### src/rtl/wdg_pkg.sv
// ----------------------------------------------------------------------------
// wdg_pkg
// Types, codes and constants shared by the grinder controller and its checker.
// ----------------------------------------------------------------------------
`default_nettype none

package wdg_pkg;

  // Sequence modes, as reported in mode_code.
  localparam logic [2:0] MODE_WAIT  = 3'd0;
  localparam logic [2:0] MODE_SET   = 3'd1;
  localparam logic [2:0] MODE_INIT  = 3'd2;
  localparam logic [2:0] MODE_FAST  = 3'd3;
  localparam logic [2:0] MODE_SLOW  = 3'd4;
  localparam logic [2:0] MODE_FINAL = 3'd5;
  localparam logic [2:0] MODE_ABORT = 3'd6;

  // Screens, as reported in display_mode.
  localparam logic [1:0] SCREEN_OFF    = 2'd0;
  localparam logic [1:0] SCREEN_WEIGHT = 2'd1;
  localparam logic [1:0] SCREEN_SET    = 2'd2;
  localparam logic [1:0] SCREEN_ABORT  = 2'd3;

  // Decoded button press.
  localparam logic [1:0] BTN_NONE  = 2'd0;
  localparam logic [1:0] BTN_UP    = 2'd1;
  localparam logic [1:0] BTN_DOWN  = 2'd2;
  localparam logic [1:0] BTN_GRIND = 2'd3;

  // Configuration register indexes.
  localparam logic [2:0] REG_SLOW_MARGIN     = 3'd0;
  localparam logic [2:0] REG_MAX_TARGET      = 3'd1;
  localparam logic [2:0] REG_MIN_TARGET      = 3'd2;
  localparam logic [2:0] REG_TARGET_STEP     = 3'd3;
  localparam logic [2:0] REG_SAFETY_LIMIT_MS = 3'd4;
  localparam logic [2:0] REG_DISPLAY_HOLD_MS = 3'd5;
  localparam logic [2:0] REG_SETUP_IDLE_MS   = 3'd6;

  // Register reset values.
  localparam logic [9:0]  RST_SLOW_MARGIN     = 10'd15;
  localparam logic [9:0]  RST_MAX_TARGET      = 10'd1000;
  localparam logic [9:0]  RST_MIN_TARGET      = 10'd20;
  localparam logic [7:0]  RST_TARGET_STEP     = 8'd1;
  localparam logic [15:0] RST_SAFETY_LIMIT_MS = 16'd35000;
  localparam logic [15:0] RST_DISPLAY_HOLD_MS = 16'd8000;
  localparam logic [15:0] RST_SETUP_IDLE_MS   = 16'd5000;

  // Target weight after reset, 0.1 g units.
  localparam logic [9:0] RST_TARGET = 10'd195;

  // Slow phase pulse halves, milliseconds.
  localparam logic [9:0] PULSE_ON_MS  = 10'd200;
  localparam logic [9:0] PULSE_OFF_MS = 10'd500;

  // Input item, last field in the lowest bits.
  typedef struct packed {
    logic [2:0]  pad;
    logic [15:0] weight_sample;
    logic        grind_level;
    logic        down_level;
    logic        up_level;
    logic [9:0]  elapsed_ms;
  } wdg_in_t;

  // Result item, last field in the lowest bits.
  typedef struct packed {
    logic [2:0] pad;
    logic [2:0] mode_code;
    logic       save_strobe;
    logic [9:0] target_saved;
    logic [9:0] target_now;
    logic [1:0] display_mode;
    logic       scale_awake;
    logic       tare_request;
    logic       motor_on;
  } wdg_out_t;

endpackage

`default_nettype wire

### src/rtl/weigh_dose_grinder_controller.sv
// ----------------------------------------------------------------------------
// weigh_dose_grinder_controller
// Weigh-dose grinder sequencer: one control tick in, one set of controls out.
// ----------------------------------------------------------------------------
// Each request on the slave stream is one control tick: the milliseconds since
// the previous tick, the three active-low button levels and the tared weight.
// Each tick produces exactly one request on the master stream with the motor,
// tare, scale power, display, target and save controls and the mode code.
// A tick is captured in an input register; once the result register is empty
// or being taken, the whole sequence step for it is evaluated in one pass and
// loaded into the result register, which offers it. One tick is taken in
// every cycle while results are being taken, and while the result register
// is full the input register still holds one further tick.
// If the receiver stalls, the result register holds its request unchanged and
// the input stops being ready only once both registers are full.
// The configuration port writes one register per enabled cycle; other indexes
// are ignored. The user writes only while no tick is in flight; unenforced.
// Reset (synchronous, active high) empties both registers, restores the
// register defaults, puts the sequence in waiting with a 19.5 g target and
// treats all buttons as last seen low, so a released level is no press.
// ----------------------------------------------------------------------------
`default_nettype none

module weigh_dose_grinder_controller
  import wdg_pkg::*;
(
  input  wire logic        clk,
  input  wire logic        rst,
  // Tick stream.
  input  wire logic        s_tvalid,
  output logic             s_tready,
  // Bits from 0: elapsed_ms[9:0], up_level, down_level, grind_level,
  // weight_sample[15:0], three zero bits.
  input  wire logic [31:0] s_tdata,
  // Control stream.
  output logic             m_tvalid,
  input  wire logic        m_tready,
  // Bits from 0: motor_on, tare_request, scale_awake, display_mode[1:0],
  // target_now[9:0], target_saved[9:0], save_strobe, mode_code[2:0],
  // three zero bits.
  output logic [31:0]      m_tdata,
  // Configuration write port.
  input  wire logic        cfg_wr_en,
  input  wire logic [2:0]  cfg_index,
  input  wire logic [15:0] cfg_data
);

  // Configuration registers.
  logic [9:0]  slow_margin;
  logic [9:0]  max_target;
  logic [9:0]  min_target;
  logic [7:0]  target_step;
  logic [15:0] safety_limit_ms;
  logic [15:0] display_hold_ms;
  logic [15:0] setup_idle_ms;

  always_ff @(posedge clk) begin
    if (rst) begin
      slow_margin     <= RST_SLOW_MARGIN;
      max_target      <= RST_MAX_TARGET;
      min_target      <= RST_MIN_TARGET;
      target_step     <= RST_TARGET_STEP;
      safety_limit_ms <= RST_SAFETY_LIMIT_MS;
      display_hold_ms <= RST_DISPLAY_HOLD_MS;
      setup_idle_ms   <= RST_SETUP_IDLE_MS;
    end else if (cfg_wr_en) begin
      case (cfg_index)
        REG_SLOW_MARGIN:     slow_margin     <= cfg_data[9:0];
        REG_MAX_TARGET:      max_target      <= cfg_data[9:0];
        REG_MIN_TARGET:      min_target      <= cfg_data[9:0];
        REG_TARGET_STEP:     target_step     <= cfg_data[7:0];
        REG_SAFETY_LIMIT_MS: safety_limit_ms <= cfg_data;
        REG_DISPLAY_HOLD_MS: display_hold_ms <= cfg_data;
        REG_SETUP_IDLE_MS:   setup_idle_ms   <= cfg_data;
        default: ;
      endcase
    end
  end

  // Input register. Its tick moves into the result register when that register
  // is empty or being taken, and it empties then unless a new tick arrives.
  logic    in_valid;
  wdg_in_t in_item;
  logic    advance;

  assign advance  = in_valid && (!m_tvalid || m_tready);
  assign s_tready = !in_valid || !m_tvalid || m_tready;

  always_ff @(posedge clk) begin
    if (rst) begin
      in_valid <= 1'b0;
    end else if (s_tvalid && s_tready) begin
      in_valid <= 1'b1;
    end else if (advance) begin
      in_valid <= 1'b0;
    end
  end

  always_ff @(posedge clk) begin
    if (s_tvalid && s_tready) begin
      in_item <= wdg_in_t'(s_tdata);
    end
  end

  // Sequence state, advanced once per tick.
  logic [2:0]  mode;
  logic [9:0]  target_weight;
  logic [9:0]  saved_weight;
  logic [15:0] phase_timer;
  logic [9:0]  pulse_timer;
  logic        pulse_off;
  logic [2:0]  prev_levels;
  logic [1:0]  shown_screen;

  logic [2:0]  mode_next;
  logic [9:0]  target_weight_next;
  logic [9:0]  saved_weight_next;
  logic [15:0] phase_timer_next;
  logic [9:0]  pulse_timer_next;
  logic        pulse_off_next;
  logic [1:0]  shown_screen_next;
  logic [2:0]  levels;

  // Working signals of the tick evaluation.
  logic [2:0]         fell;
  logic [1:0]         btn;
  logic               was_slow;
  logic               tare;
  logic               save;
  logic               aborted;
  logic [16:0]        phase_sum;
  logic [10:0]        pulse_sum;
  logic signed [16:0] weight_ext;
  logic signed [16:0] target_ext;
  logic signed [16:0] fast_threshold;
  logic               fast_reached;
  logic               target_reached;
  logic [10:0]        up_sum;
  logic [10:0]        down_diff;
  wdg_out_t           result;

  assign levels         = {in_item.grind_level, in_item.down_level, in_item.up_level};
  assign fell           = prev_levels & ~levels;
  assign phase_sum      = {1'b0, phase_timer} + {7'd0, in_item.elapsed_ms};
  assign pulse_sum      = {1'b0, pulse_timer} + {1'b0, in_item.elapsed_ms};
  assign weight_ext     = 17'(signed'(in_item.weight_sample));
  assign target_ext     = signed'({7'd0, target_weight});
  assign fast_threshold = target_ext - signed'({7'd0, slow_margin});
  assign fast_reached   = weight_ext >= fast_threshold;
  assign target_reached = weight_ext >= target_ext;
  assign up_sum         = {1'b0, target_weight} + {3'd0, target_step};
  assign down_diff      = {1'b0, target_weight} - {3'd0, target_step};

  always_comb begin
    mode_next          = (mode > MODE_ABORT) ? MODE_WAIT : mode;
    target_weight_next = target_weight;
    saved_weight_next  = saved_weight;
    phase_timer_next   = phase_sum[16] ? 16'hFFFF : phase_sum[15:0];
    pulse_timer_next   = pulse_timer;
    pulse_off_next     = pulse_off;
    shown_screen_next  = shown_screen;
    tare               = 1'b0;
    save               = 1'b0;
    aborted            = 1'b0;

    // Grind beats up and down; up with down together is no press.
    btn = BTN_NONE;
    if (fell[1] && !fell[0]) btn = BTN_DOWN;
    if (fell[0] && !fell[1]) btn = BTN_UP;
    if (fell[2]) btn = BTN_GRIND;

    if (mode_next == MODE_WAIT || mode_next == MODE_FINAL) begin
      if (btn == BTN_UP || btn == BTN_DOWN) begin
        mode_next = MODE_SET;
      end else if (btn == BTN_GRIND) begin
        mode_next = MODE_INIT;
      end
    end else if (mode_next == MODE_SET) begin
      if (btn == BTN_GRIND) mode_next = MODE_INIT;
    end

    was_slow = (mode_next == MODE_SLOW);

    if (mode_next == MODE_INIT) begin
      tare             = 1'b1;
      phase_timer_next = '0;
      mode_next        = MODE_FAST;
    end

    if (mode_next == MODE_FAST) begin
      shown_screen_next = SCREEN_WEIGHT;
      if (fast_reached) begin
        mode_next        = MODE_SLOW;
        pulse_timer_next = '0;
        pulse_off_next   = 1'b0;
      end else if (phase_timer_next >= safety_limit_ms) begin
        mode_next = MODE_ABORT;
      end
    end

    // Slow phase: weight and timeout are looked at only at the end of an
    // off half, and time beyond a finished half is dropped.
    if (mode_next == MODE_SLOW && was_slow) begin
      shown_screen_next = SCREEN_WEIGHT;
      pulse_timer_next  = pulse_sum[10] ? 10'h3FF : pulse_sum[9:0];
      if (!pulse_off) begin
        if (pulse_timer_next >= PULSE_ON_MS) begin
          pulse_off_next   = 1'b1;
          pulse_timer_next = '0;
        end
      end else if (pulse_timer_next >= PULSE_OFF_MS) begin
        if (target_reached) begin
          mode_next        = MODE_FINAL;
          phase_timer_next = '0;
        end else if (phase_timer_next >= safety_limit_ms) begin
          mode_next = MODE_ABORT;
        end else begin
          pulse_off_next   = 1'b0;
          pulse_timer_next = '0;
        end
      end
    end

    if (mode_next == MODE_FINAL) begin
      if (phase_timer_next >= display_hold_ms) begin
        mode_next         = MODE_WAIT;
        shown_screen_next = SCREEN_OFF;
      end
    end

    // Abort is reported for this tick only; the hold starts next tick.
    if (mode_next == MODE_ABORT) begin
      aborted           = 1'b1;
      shown_screen_next = SCREEN_ABORT;
      phase_timer_next  = '0;
      mode_next         = MODE_FINAL;
    end

    if (mode_next == MODE_SET) begin
      if (btn == BTN_UP) begin
        target_weight_next = (up_sum > {1'b0, max_target}) ? max_target : up_sum[9:0];
        phase_timer_next   = '0;
      end else if (btn == BTN_DOWN) begin
        // Below the minimum, a negative difference included, clamps to it.
        target_weight_next = (down_diff[10] || down_diff[9:0] < min_target) ?
                             min_target : down_diff[9:0];
        phase_timer_next   = '0;
      end
      shown_screen_next = SCREEN_SET;
      if (phase_timer_next > setup_idle_ms) begin
        saved_weight_next = target_weight_next;
        save              = 1'b1;
        mode_next         = MODE_WAIT;
        shown_screen_next = SCREEN_OFF;
      end
    end

    result              = '0;
    result.motor_on     = (mode_next == MODE_FAST) ||
                          (mode_next == MODE_SLOW && !pulse_off_next);
    result.tare_request = tare;
    result.scale_awake  = (mode_next == MODE_FAST) || (mode_next == MODE_SLOW);
    result.display_mode = shown_screen_next;
    result.target_now   = target_weight_next;
    result.target_saved = saved_weight_next;
    result.save_strobe  = save;
    result.mode_code    = aborted ? MODE_ABORT : mode_next;
  end

  always_ff @(posedge clk) begin
    if (rst) begin
      mode          <= MODE_WAIT;
      target_weight <= RST_TARGET;
      saved_weight  <= RST_TARGET;
      phase_timer   <= '0;
      pulse_timer   <= '0;
      pulse_off     <= 1'b0;
      prev_levels   <= '0;
      shown_screen  <= SCREEN_OFF;
    end else if (advance) begin
      mode          <= mode_next;
      target_weight <= target_weight_next;
      saved_weight  <= saved_weight_next;
      phase_timer   <= phase_timer_next;
      pulse_timer   <= pulse_timer_next;
      pulse_off     <= pulse_off_next;
      prev_levels   <= levels;
      shown_screen  <= shown_screen_next;
    end
  end

  // Result register.
  always_ff @(posedge clk) begin
    if (rst) begin
      m_tvalid <= 1'b0;
    end else if (advance) begin
      m_tvalid <= 1'b1;
    end else if (m_tready) begin
      m_tvalid <= 1'b0;
    end
  end

  always_ff @(posedge clk) begin
    if (advance) begin
      m_tdata <= 32'(result);
    end
  end

endmodule

`default_nettype wire

### config.mk
export PLATFORM = sky130hd
export DESIGN_NAME = weigh_dose_grinder_controller
export DESIGN_NICKNAME = d
export VERILOG_FILES = /design/src/rtl/wdg_pkg.sv /design/src/rtl/weigh_dose_grinder_controller.sv
export SDC_FILE = /design/constraint.sdc
export NUM_CORES = 1
export LEC_CHECK = 0
export ABC_CLOCK_PERIOD_IN_PS = 7200
export BUFFER_PORTS_ARGS = -buffer_cell sky130_fd_sc_hd__buf_2
export CAP_MARGIN = 10
export CORE_UTILIZATION = 45
export DETAILED_ROUTE_END_ITERATION = 10
export PLACE_DENSITY = 0.63
export SYNTH_ARGS = -nofsm -noshare
export SYNTH_HDL_FRONTEND = slang
export SYNTH_SLANG_ARGS = --single-unit
export TNS_END_PERCENT = 20
### constraint.sdc
create_clock -name clk -period 7.2 [get_ports clk]
set_input_delay 1.44 -clock clk [delete_from_list [all_inputs] [get_ports clk]]
set_output_delay 1.44 -clock clk [all_outputs]
set_load 0.01 [all_outputs]
-- After elaboration in Yosys (flattened, before gate mapping)
Cells that the tools add are included.
- register bits after elaboration: 201
- input bits: 56
- logic and storage cells: 166
- $add $sub $neg: 5
- $lt $le $gt $ge: 10
- eq/ne operators: 20
- muxes and demuxes: 71
- bitwise logic cells: 2
- reduce and logical (&&, ||, !) cells: 33
- operator list (operator ; number):
    two-way mux 16 bit ; 11
    two-way mux 10 bit ; 16
    two-way mux 3 bit ; 19
    >= comparator 16 x 11 -> 1 bit ; 2
    >= comparator 16 bit ; 2
    == test 3 bit, second input constant ; 9
    two-way mux 2 bit ; 10
    adder 16 x 10 -> 17 bit ; 1
    greater-than comparator 16 bit ; 1
    == test 3 x 2 -> 1 bit, second input constant ; 5
    two-way mux 1 bit ; 15
    AND reduction 2 bit ; 7
    adder 10 x 10 -> 11 bit ; 1
    adder 10 x 8 -> 11 bit ; 1
    greater-than comparator 11 x 10 -> 1 bit ; 1
    subtractor 10 x 10 -> 11 bit ; 1
    subtractor 10 x 8 -> 11 bit ; 1
    >= comparator 10 x 8 -> 1 bit, second input constant ; 1
    >= comparator 10 x 9 -> 1 bit, second input constant ; 1
    less-than comparator 10 bit ; 1
    == test 3 x 1 -> 1 bit, second input constant ; 3
    logical OR 1 bit ; 8
    nonzero test 2 bit ; 4
    logical AND 1 bit ; 6
    8 further kinds ; 14

-- Logic depth before layout (Yosys ltp)
- depth in word-level cells: 35
- gate-level depth with buffers: 36
- depth with buffers taken out: 33

-- Least setup slack after synthesis
No wires, ideal clock.
- kind: flip-flop to flip-flop
- start: register in_item[0] (netlist name)
- end: register m_tdata[15], data pin
- arrival time: 6.682 ns
- data required time: 6.940 ns
- setup slack: 0.258 ns
- cell stages (with the launch flop): 34
- buffers on the path: 5
- cells stage by stage: edfxtp_1 -> ha_1 -> fa_1 -> a21oi_1 -> o21ai_0 -> a2111oi_0 -> o31a_1 -> nor3_1 -> clkbuf_1 -> o21ai_0 -> inv_1 -> ha_1 -> nand2_1 -> nor2_1 -> o211ai_1 -> o31ai_1 -> nand2_1 -> and4b_1 -> o21a_1 -> or3_1 -> buf_6 -> buf_12 -> nor2_4 -> ha_1 -> a21o_1 -> a21o_1 -> a21oi_1 -> o21ai_0 -> nor2_1 -> a211o_1 -> clkbuf_1 -> nor2_1 -> buf_2 -> mux2_2
- RTL lines (item ; RTL line ; text):
    start, declared ; weigh_dose_grinder_controller.sv:83 ; wdg_in_t in_item;
    start signal, assigned ; weigh_dose_grinder_controller.sv:101 ; in_item <= wdg_in_t'(s_tdata);
    end signal, assigned ; weigh_dose_grinder_controller.sv:305 ; m_tdata <= 32'(result);
    end, declared ; weigh_dose_grinder_controller.sv:41 ; output logic [31:0] m_tdata,

==> impl_metrics.csv <==
group,metric,value,unit
placed_design,hpwl,26700,um
yosys,synthFlopType,"dfxtp_1",
drt,first_pass_iters,7,
global_routing,met1_usage,30.3,%
final_layout,fill_cells,2701,
pwr,max-vdd-ir-drop,0.174,mV
final_layout,postLayoutCoreUtil,53.5,%
die,coreArea,28100,um2
placed_design,io_buffer_count,83,
die,start_util,46.1,%
pwr,powerDensity,206,nW/um2
yosys,synthTopCellsByArea,"dfxtp_1 (22%), ha_1 (14%), edfxtp_1 (13%)",
clocking,clkTransAtPathRegs,60,ps
final_layout,multi_input_area,7630,um2
setup_path,cp.arrival,7160,ps
final_layout,drive_above_1_share,15.6,%
sta,setup_viol,0,
drt,totalWireLength,35700,um
clocking,htreeDepth,1,
die,rows,61,
sta,worst_pin_slew,1060,ps
yosys,synth_cell_types,90,
clocking,clock_path_buffers,3,
setup_path,cp_slowest_stage_delay,430,ps
final_layout,diodes,0,
placed_design,place.gp.congestion,0.918,
die,die_w,172,um
die,die-area,29500,um2
final_layout,final-seq-area,4600,um2
setup_path,critical_path.startpoint_type,"flip-flop",
setup_path,critPathSlowestCell,"edfxtp_1",
global_routing,grt_use_met3,2.23,%
global_routing,grt_max_degree,87,
yosys,syn_avg_cell_area,8.54,um2
final_layout,syn_to_final_growth,16.1,%
final_layout,stdcell_count,2028,
clocking,cts_root_buf,"clkbuf_16",
yosys,yosys-top-cells-count,"nand2_1 (230), inv_1 (144), dfxtp_1 (143)",
setup_path,crit_type,"reg2reg",
sta,slew_headroom,29.6,%
setup_path,cp-end-kind,"flip-flop",
yosys,yosysTopAreaCell,"dfxtp_1",
global_routing,grt_pass1_wl,55600,um
clocking,clkLatencyLatePin,540,ps
final_layout,fin_nets,1833,
sta,hold_violations,0,
global_routing,grt_pass1_vias,10500,
hold_path,hp-class,"reg2reg",
drt,vias,11200,
drt,drtIter0Drc,650,
sta,skew,15.3,ps
sta,finalCritPeriodShare,95.5,%
sta,fin_crit,6880,ps
global_routing,grt_antenna_before_repair,0,
clocking,cts-buffers-inserted,25,
yosys,mappedNetlistArea,13000,um2
global_routing,top_usage_layer,"met2",
die,ios,90,
clocking,postCtsHoldBufs,0,
pwr,p_leak,6.48,nW
yosys,seq_area_frac_synth,35.5,%
global_routing,met2_usage,43.2,%
global_routing,gr-total-overflow,0,
pwr,finalPower,3.09,mW
yosys,syn_inst,1517,
yosys,ys_ff_latch,201,
yosys,synth_enable_flop_cells,58,
clocking,cts_sinks,201,
yosys,yosys_warnings,0,
placed_design,dp_cells,1980,
setup_path,cp.required,7480,ps
global_routing,track_usage,24.1,%
drt,via_per_inst,5.51,
yosys,synth.top_cell.area_share,22.1,%
setup_path,crit_path_start,"in_item[0]",
outcome,outcome,"finished clean",
sta,fmax,145,MHz
hold_path,worstHoldStart,"pulse_timer[4]",
yosys,async_reset_ff_share,0,%
drt,wire_per_inst,17.6,um
setup_path,cp_max_fo,12,
drt,drc,0,
clocking,cts_tree,"done",
die,die_height,172,um
setup_path,timing.rr.start,"in_item[0]",
sta,maxSlewViolCount,0,
yosys,synth_most_common_cell,"nand2_1",
job,drv.max_cap_violation_count,0,
drt,antenna_left,0,
## what timing repair did
action	in CTS	in global routing
setup buffers	0	1
endpoints found under the setup margin	13	25
pin swaps	3	10
resized for setup	6	22
## critical path, delay by kind of cell, from the launching register on
kind                     cells  cell delay (ps)
AND/OR/NAND/NOR             10             1660
multiplexers                 2              600
adder cells (fa/ha/maj)      4              990
AO/OA/AOI/OAI               12             2050
flip-flops                   1              430
buffers and inverters        6              900
## layer usage
| metal | share of wire (%) | routed length, um |
|---|---|---|
| met1 | 44 | 15600 |
| met5 | 0 | 0 |
| met4 | 3.0 | 1070 |
| met2 | 49 | 17500 |
| met3 | 4.1 | 1460 |
## power by group
part / switching (mW) / internal (mW)
clock: 0.521 / 0.840
sequential: 0.0220 / 1.20
combinational: 0.303 / 0.203
## final timing paths
path                            slack [ps]        endpoint  cells after the start
worst max-delay path                   320     m_tdata[20]                     34
worst max register to register         320     m_tdata[20]                     34
worst min register to register         450  pulse_timer[4]                      2
worst min-delay path                   450  pulse_timer[4]                      2
## state kept, by name, summed over array words and instances, names as in the netlist, 16 cells and up
register	cells
in_item	29
m_tdata	29
display_hold_ms	16
phase_timer	16
safety_limit_ms	16
setup_idle_ms	16
## kinds of logic after synthesis
group	after synthesis	synth area share [%]
XOR/XNOR	30	2.03
AO/OA/AOI/OAI	423	22.0
buffers and inverters	203	6.34
other	1	0.0289
adder cells (fa/ha/maj)	146	14.4
multiplexers	23	1.89
AND/OR/NAND/NOR	490	17.7
flip-flops	201	35.5
## cell type report
cell class              instances  area share, %
clock buffers                  29           4.39
clock inverters                17           1.53
inverters                     145           3.62
multi-input cells            1115           50.7
flip-flops and latches        201           30.6
well taps                     378           3.14
repair buffers                143           5.97
## per-stage QoR
stage          TNS (ps)  cell area, um2  hold slack, ps  setup slack, ps
6_report              0           15000             452              321
4_1_cts               0           15000             455             26.4
3_3_place_gp       -416           14000             443            -60.8
3_5_place_dp      -1270           14000             447             -145
5_1_grt            -297           15000             466            -46.1
2_1_floorplan         0           13000             436              258
## cell usage in the layout (no fill, tap or decap), drive strengths merged, types with 29 or more instances in the layout
cell    Yosys  layout
edfxtp     58      58
nand2     232     232
clkbuf     37      29
a21oi     136     136
nor2      109     109
o211ai     36      36
inv       144     146
dfxtp     143     143
buf        21     143
o21ai      77      77
ha        141     141
(Power assumes the default switching activity.)
